==> src/rtl/wcc_pkg.sv <==
// Shared types, constants and command codes of the weighted centroid block.
`default_nettype none
package wcc_pkg;

  localparam int DEF_POS_FRAC_BITS = 8;
  localparam int DEF_COUNT_BITS    = 16;

  localparam int VAR_FRAC  = 16;
  localparam int CEN_EXTRA = 16;
  localparam int VAR_W     = 48;
  localparam int SIG_W     = 23;

  localparam logic [VAR_W-1:0] VAR_MAX   = '1;
  localparam logic [SIG_W-1:0] SIGMA_MAX = '1;
  localparam logic [VAR_W-1:0] DEF_VAR_X = VAR_W'(4 * 4) << VAR_FRAC;
  localparam logic [VAR_W-1:0] DEF_VAR_Y = VAR_W'(1 * 1) << VAR_FRAC;
  localparam logic [VAR_W-1:0] DEF_VAR_Z = VAR_W'(6 * 6) << VAR_FRAC;

  // cluster type codes; code three behaves as a layer cluster
  localparam logic [1:0] AXIS_NONE  = 2'd0;
  localparam logic [1:0] AXIS_LAYER = 2'd1;
  localparam logic [1:0] AXIS_ROW   = 2'd2;
  localparam logic [1:0] AXIS_BOTH  = 2'd3;

  typedef struct packed {
    logic               first_hit;
    logic signed [23:0] pos_x;
    logic signed [23:0] pos_y;
    logic signed [23:0] pos_z;
    logic signed [23:0] path_s;
    logic [19:0]        hit_charge;
    logic [1:0]         fixed_axis;
    logic               embed_in;
  } hit_t;

  typedef struct packed {
    logic signed [23:0] mean_x;
    logic signed [23:0] mean_y;
    logic signed [23:0] mean_z;
    logic signed [23:0] mean_s;
    logic [22:0]        sigma_x;
    logic [22:0]        sigma_y;
    logic [22:0]        sigma_z;
    logic [31:0]        total_charge;
    logic [15:0]        hit_count;
    logic               embed_out;
    logic               bad_charge;
  } res_t;

  typedef logic [4:0] op_t;

  localparam op_t OP_NONE    = 5'd0;
  localparam op_t OP_LOAD    = 5'd1;
  localparam op_t OP_PREP    = 5'd2;
  localparam op_t OP_CMUL    = 5'd3;
  localparam op_t OP_CDIV    = 5'd4;
  localparam op_t OP_CUPD    = 5'd5;
  localparam op_t OP_VDEF    = 5'd6;
  localparam op_t OP_WW_MUL  = 5'd7;
  localparam op_t OP_WN2_MUL = 5'd8;
  localparam op_t OP_WN2_WB  = 5'd9;
  localparam op_t OP_SQ_MUL  = 5'd10;
  localparam op_t OP_TM_MUL  = 5'd11;
  localparam op_t OP_TM_DIV  = 5'd12;
  localparam op_t OP_TM_WB   = 5'd13;
  localparam op_t OP_OV_MUL  = 5'd14;
  localparam op_t OP_OV_DIV  = 5'd15;
  localparam op_t OP_VUPD    = 5'd16;
  localparam op_t OP_COMMIT  = 5'd17;
  localparam op_t OP_SQRT    = 5'd18;
  localparam op_t OP_SG_WB   = 5'd19;
  localparam op_t OP_EMIT    = 5'd20;

  typedef struct packed {
    op_t        op;
    logic [1:0] idx;
  } cmd_t;

  typedef struct packed {
    logic bad;
    logic cnt_zero;
    logic cnt_one;
    logic mul_done;
    logic div_done;
    logic sqrt_done;
    logic out_free;
  } sts_t;

endpackage
`default_nettype wire

==> src/rtl/wcc_ctrl.sv <==
// Sequencer stepping the datapath through one hit.
`default_nettype none
module wcc_ctrl (
  input  wire logic          clk,
  input  wire logic          rst,
  input  wire logic          hit_valid,
  output logic               hit_ready,
  input  wire wcc_pkg::sts_t sts,
  output wcc_pkg::cmd_t      cmd
);
  import wcc_pkg::*;

  localparam logic [4:0] S_IDLE   = 5'd0;
  localparam logic [4:0] S_PREP   = 5'd1;
  localparam logic [4:0] S_CMUL   = 5'd2;
  localparam logic [4:0] S_CMUL_W = 5'd3;
  localparam logic [4:0] S_CDIV_W = 5'd4;
  localparam logic [4:0] S_VDEF   = 5'd5;
  localparam logic [4:0] S_WW     = 5'd6;
  localparam logic [4:0] S_WW_W   = 5'd7;
  localparam logic [4:0] S_WN2_W  = 5'd8;
  localparam logic [4:0] S_SQ     = 5'd9;
  localparam logic [4:0] S_SQ_W   = 5'd10;
  localparam logic [4:0] S_TM_W   = 5'd11;
  localparam logic [4:0] S_TMD_W  = 5'd12;
  localparam logic [4:0] S_OV     = 5'd13;
  localparam logic [4:0] S_OV_W   = 5'd14;
  localparam logic [4:0] S_OVD_W  = 5'd15;
  localparam logic [4:0] S_VUPD   = 5'd16;
  localparam logic [4:0] S_COMMIT = 5'd17;
  localparam logic [4:0] S_SQRT   = 5'd18;
  localparam logic [4:0] S_SQRT_W = 5'd19;
  localparam logic [4:0] S_EMIT   = 5'd20;

  logic [4:0] state, state_next;
  logic [1:0] idx, idx_next;

  assign hit_ready = (state == S_IDLE);

  always_comb begin
    state_next = state;
    idx_next   = idx;
    cmd.op     = OP_NONE;
    cmd.idx    = idx;
    unique case (state)
      S_IDLE: begin
        idx_next = 2'd0;
        if (hit_valid) begin
          cmd.op     = OP_LOAD;
          state_next = S_PREP;
        end
      end
      S_PREP: begin
        cmd.op     = OP_PREP;
        state_next = sts.bad ? S_SQRT : S_CMUL;
      end
      S_CMUL: begin
        cmd.op     = OP_CMUL;
        state_next = S_CMUL_W;
      end
      S_CMUL_W: begin
        if (sts.mul_done) begin
          cmd.op     = OP_CDIV;
          state_next = S_CDIV_W;
        end
      end
      S_CDIV_W: begin
        if (sts.div_done) begin
          cmd.op = OP_CUPD;
          if (idx == 2'd3) begin
            idx_next   = 2'd0;
            state_next = sts.cnt_zero ? S_VDEF : S_WW;
          end else begin
            idx_next   = idx + 2'd1;
            state_next = S_CMUL;
          end
        end
      end
      S_VDEF: begin
        cmd.op     = OP_VDEF;
        state_next = S_COMMIT;
      end
      S_WW: begin
        cmd.op     = OP_WW_MUL;
        state_next = S_WW_W;
      end
      S_WW_W: begin
        if (sts.mul_done) begin
          cmd.op     = OP_WN2_MUL;
          state_next = S_WN2_W;
        end
      end
      S_WN2_W: begin
        if (sts.mul_done) begin
          cmd.op     = OP_WN2_WB;
          state_next = S_SQ;
        end
      end
      S_SQ: begin
        cmd.op     = OP_SQ_MUL;
        state_next = S_SQ_W;
      end
      S_SQ_W: begin
        if (sts.mul_done) begin
          cmd.op     = OP_TM_MUL;
          state_next = S_TM_W;
        end
      end
      S_TM_W: begin
        if (sts.mul_done) begin
          cmd.op     = OP_TM_DIV;
          state_next = S_TMD_W;
        end
      end
      S_TMD_W: begin
        if (sts.div_done) begin
          cmd.op     = OP_TM_WB;
          state_next = sts.cnt_one ? S_VUPD : S_OV;
        end
      end
      S_OV: begin
        cmd.op     = OP_OV_MUL;
        state_next = S_OV_W;
      end
      S_OV_W: begin
        if (sts.mul_done) begin
          cmd.op     = OP_OV_DIV;
          state_next = S_OVD_W;
        end
      end
      S_OVD_W, S_VUPD: begin
        if (state == S_VUPD || sts.div_done) begin
          cmd.op = OP_VUPD;
          if (idx == 2'd2) begin
            idx_next   = 2'd0;
            state_next = S_COMMIT;
          end else begin
            idx_next   = idx + 2'd1;
            state_next = S_SQ;
          end
        end
      end
      S_COMMIT: begin
        cmd.op     = OP_COMMIT;
        state_next = S_SQRT;
      end
      S_SQRT: begin
        cmd.op     = OP_SQRT;
        state_next = S_SQRT_W;
      end
      S_SQRT_W: begin
        if (sts.sqrt_done) begin
          cmd.op = OP_SG_WB;
          if (idx == 2'd2) begin
            idx_next   = 2'd0;
            state_next = S_EMIT;
          end else begin
            idx_next   = idx + 2'd1;
            state_next = S_SQRT;
          end
        end
      end
      S_EMIT: begin
        if (sts.out_free) begin
          cmd.op     = OP_EMIT;
          state_next = S_IDLE;
        end
      end
      default: begin
        state_next = S_IDLE;
      end
    endcase
  end

  always_ff @(posedge clk) begin
    if (rst) begin
      state <= S_IDLE;
      idx   <= 2'd0;
    end else begin
      state <= state_next;
      idx   <= idx_next;
    end
  end

  // unit completions only arrive where the sequencer waits for them
  a_mul_wait: assert property (@(posedge clk) disable iff (rst)
    sts.mul_done |-> (state == S_CMUL_W || state == S_WW_W || state == S_WN2_W ||
                      state == S_SQ_W || state == S_TM_W || state == S_OV_W))
    else $error("multiplier finished outside a wait state");
  a_div_wait: assert property (@(posedge clk) disable iff (rst)
    sts.div_done |-> (state == S_CDIV_W || state == S_TMD_W || state == S_OVD_W))
    else $error("divider finished outside a wait state");
  a_bad_skip: assert property (@(posedge clk) disable iff (rst)
    (state == S_PREP && sts.bad) |=> state == S_SQRT)
    else $error("rejected hit entered the update sequence");

endmodule
`default_nettype wire

==> config.mk <==
export PLATFORM = sky130hd
export DESIGN_NAME = wcc_ctrl
export DESIGN_NICKNAME = d
export VERILOG_FILES = /design/src/rtl/wcc_pkg.sv /design/src/rtl/wcc_ctrl.sv
export SDC_FILE = /design/constraint.sdc
export NUM_CORES = 1
export LEC_CHECK = 0
export CORE_UTILIZATION = 40
export CTS_BUF_LIST = sky130_fd_sc_hd__clkbuf_4
export DETAILED_ROUTE_END_ITERATION = 16
export DONT_BUFFER_PORTS = 1
export PLACE_DENSITY_LB_ADDON = 0.2
export SYNTH_ARGS = -nofsm -noshare
export SYNTH_HDL_FRONTEND = slang
export SYNTH_SLANG_ARGS = --single-unit
==> constraint.sdc <==
create_clock -name clk -period 1.7 [get_ports clk]
set_input_delay 0.17 -clock clk [delete_from_list [all_inputs] [get_ports clk]]
set_output_delay 0.17 -clock clk [all_outputs]
set_load 0.02 [all_outputs]
==> flow_summary.ini <==
[sta]
worst_pin_slew_ps = 372.2
maxSlewViolCount = 0
setup_viol_count_final = 2
worst_slack_ps = -22.98
slew_headroom_pct = 75.15
max_freq_mhz = 580.4
fin_crit_sh_pct = 101.4
setup-tns-final_ps = -28.34
rsz0062_at_grt = yes
hold_viol_final = 0
hold_ws_ps = 235.1
post-route-min-period_ps = 1723
fin_worst_skew_ps = 3.207

[global_route]
use_met1_pct = 36.71
grtUsageMet3_pct = 2.542
grt_pass1_vias = 1193
grt_util_met2_pct = 44.65
grt_max_degree = 21
busiest_layer = met2
grt-ovfl-total = 0
grt_pass1_wl_mm = 5.692
antenna_found_initial = 0
track_usage_pct = 27.78

[min_path]
hold_depth = 3
hold_path.class = primary input to flip-flop
min_from = sts[0]
min_to = state[3]

[yosys]
avgSynthCellArea_um2 = 7.052
synth_ff_type = dfxtp_1
ys_types = 58
synth_top_area_share_pct = 12.90
synth_cells = 154
synth_edf_count = 0
synth_nets = 168
synth-adder-area-share_pct = 4.608
synth_xor_area_share_pct = 2.419
synth_area_um2 = 1086
synth-simple-area-share_pct = 28.80
yosysTopAreaCell = dfxtp_1
synth_top_family_by_area = compound AO/OA/AOI/OAI gates
ys_warn_count = 0
synth_compound_area_share_pct = 40.67
async_flop_share_pct = 0
yosysSeqAreaShare_pct = 12.90
synth.area.top_cells = dfxtp_1 13%, a21oi_1 7.8%, nand2_1 5.2%
synthMuxAreaShare_pct = 2.074
yosys_register_bits = 7

[placed_design]
post-place-ws_ps = -66.05
hpwl_mm = 2.628
portBuffers = 0
gp_congestion = 0.9229

[critical_path]
timing.rr.end = state[3]
r2r-start = state[2]
critPathLaunchType = flip-flop
crit_type = flip-flop to output port
critPathLaunch = state[3]
crit_fanout = 5
worstPathArrival_ps = 1550
reg2reg_depth = 5
cp-end-kind = output port
ff2ff_setup_slack_ps = 10
cp.required_ps = 1530

[drt]
ant_nets = 0
drc = 0
wl_mm = 3.796
first_pass_iters = 4
vias_per_cell = 6.236
wl_per_cell_um = 17.25
vias = 1372
drt_first_iter_violations = 37

[clock_tree]
cts_buffer_depth = 2
tritoncts = done
clk_latency_ps = 250
htreeDepth = 1
cts_root_buffer = clkbuf_4
clk_pin_slew_ps = 50
clock-sinks = 7
cts_buffers = 3

[floorplan]
initial_core_util_pct = 43.06
die_h_um = 54.11
fp.dieArea_um2 = 2927
core_um2 = 2522
row_count = 18
die_x_um = 54.11
ioPinCount = 18

[layout]
fin_util_pct = 62.65
diodes = 0
area_growth_pct = 45.51
final_nets = 205
drive_above_1_share_pct = 46.84

[power]
p_per_area_nw_per_um2 = 1638
worst_ir_drop_vdd_mv = 1.001
p_leak_nw = 0.6377

[status]
failed_checks = negative setup slack
status = finished with violations

[job]
maxCapViolations = 0
==> critical path, cell delays in order (launching register included) <==
cell and delay [ps]:
dfxtp_4 390, buf_6 110, inv_2 40, or4_4 520, o2111ai_2 100, buf_6 140
==> how the worst max path moves through the flow <==
stage,slack (ps),end,depth (start not counted)
floorplan,10,cmd[2],6
global placement,-50,state[1],5
detailed placement,-70,state[2],5
CTS,-50,cmd[2],7
global route,-90,state[3],6
finish,-20,cmd[2],5
==> synth_stat cells, types with 2 or more instances <==
| master | n |
|---|---|
| nor3_1 | 2 |
| o21ai_1 | 2 |
| nor2_1 | 11 |
| nand4_1 | 2 |
| mux2_2 | 2 |
| a311oi_1 | 2 |
| o2111ai_1 | 3 |
| o21ai_0 | 6 |
| buf_2 | 8 |
| buf_1 | 2 |
| nand3_1 | 5 |
| a31oi_1 | 3 |
| a21oi_1 | 17 |
| ha_1 | 4 |
| a2111o_1 | 2 |
| a22oi_1 | 2 |
| or3_1 | 3 |
| nand3b_1 | 2 |
| nor2b_1 | 3 |
| clkbuf_1 | 3 |
| inv_1 | 6 |
| dfxtp_1 | 7 |
| xor2_1 | 2 |
| nor3b_1 | 2 |
| o211ai_1 | 3 |
| nand2b_1 | 3 |
| a21oi_2 | 2 |
| nand2_1 | 15 |
==> cell usage in the layout, fill, tap and decap left out, types with 2 or more instances in the layout <==
cell type | netlist | final
a2111o_1 | 2 | 2
a21oi_1 | 17 | 13
a21oi_2 | 2 | 6
a22oi_1 | 2 | 2
a311oi_1 | 2 | 2
a31oi_1 | 3 | 2
buf_4 | 0 | 40
buf_6 | 1 | 5
clkbuf_4 | 0 | 4
dfxtp_1 | 7 | 2
dfxtp_4 | 0 | 4
ha_1 | 4 | 4
inv_1 | 6 | 5
nand2_1 | 15 | 14
nand2b_1 | 3 | 2
nand3_1 | 5 | 4
nand3b_1 | 2 | 2
nand4_1 | 2 | 2
nor2_1 | 11 | 7
nor2_2 | 1 | 4
nor2b_1 | 3 | 3
nor3_1 | 2 | 2
o2111ai_2 | 0 | 3
o211ai_1 | 3 | 3
o21ai_0 | 6 | 4
o21ai_1 | 2 | 4
or3_4 | 0 | 2
xor2_1 | 2 | 2
==> flip-flops by register name, summed over array words and instances (netlist names) <==
signal	cells
state	5
idx	2
==> layout make-up <==
cell class / instances / area [um2]
clock buffers: 4 / 30.03
multi-input cells: 127 / 967.2
fillers: 214 / 942.2
flip-flops and latches: 7 / 156.4
inverters: 6 / 22.52
well taps: 30 / 37.54
repair buffers: 46 / 366.6
==> stage by stage <==
step | cell area, um2 | power, mW | instances
5_1_grt | 1580 | 2.766 | 220
3_5_place_dp | 1316 | 2.017 | 205
6_report | 1580 | 2.588 | 220
4_1_cts | 1461 | 2.353 | 216
3_3_place_gp | 1316 | 1.996 | 205
2_1_floorplan | 1086 | 1.444 | 154
==> power by group <==
| group | switching, mW | total, mW | internal (mW) |
|---|---|---|---|
| registers | 0.127 | 0.371 | 0.244 |
| clock network | 0.0568 | 0.162 | 0.105 |
| logic | 1.06 | 2.05 | 0.995 |
| total | 1.24 | 2.59 | 1.34 |
==> routing by layer <==
layer	vias up	wire [um]
li1	655	-
met2	53	1805
met4	0	110
met1	652	1624
met3	12	255
met5	-	0
==> cell families (layout without fill, tap and decap cells) <==
family                     Yosys count  in the layout
and+or+nand+nor                     59             59
muxes                                2              2
buffers and inverters               20             56
AOI/OAI and AO/OA                   59             59
adders and majority gates            4              4
DFF                                  7              7
xor gates and xnor gates             3              3
==> what timing repair did <==
action	CTS	global route
gates resized for setup	19	25
hold buffers	1	0
endpoints found under the setup margin	12	12
hold endpoints to repair	7	0
pin swaps	3	12
buffers inserted	6	4
Note: power is estimated with default switching activity, not from simulation.
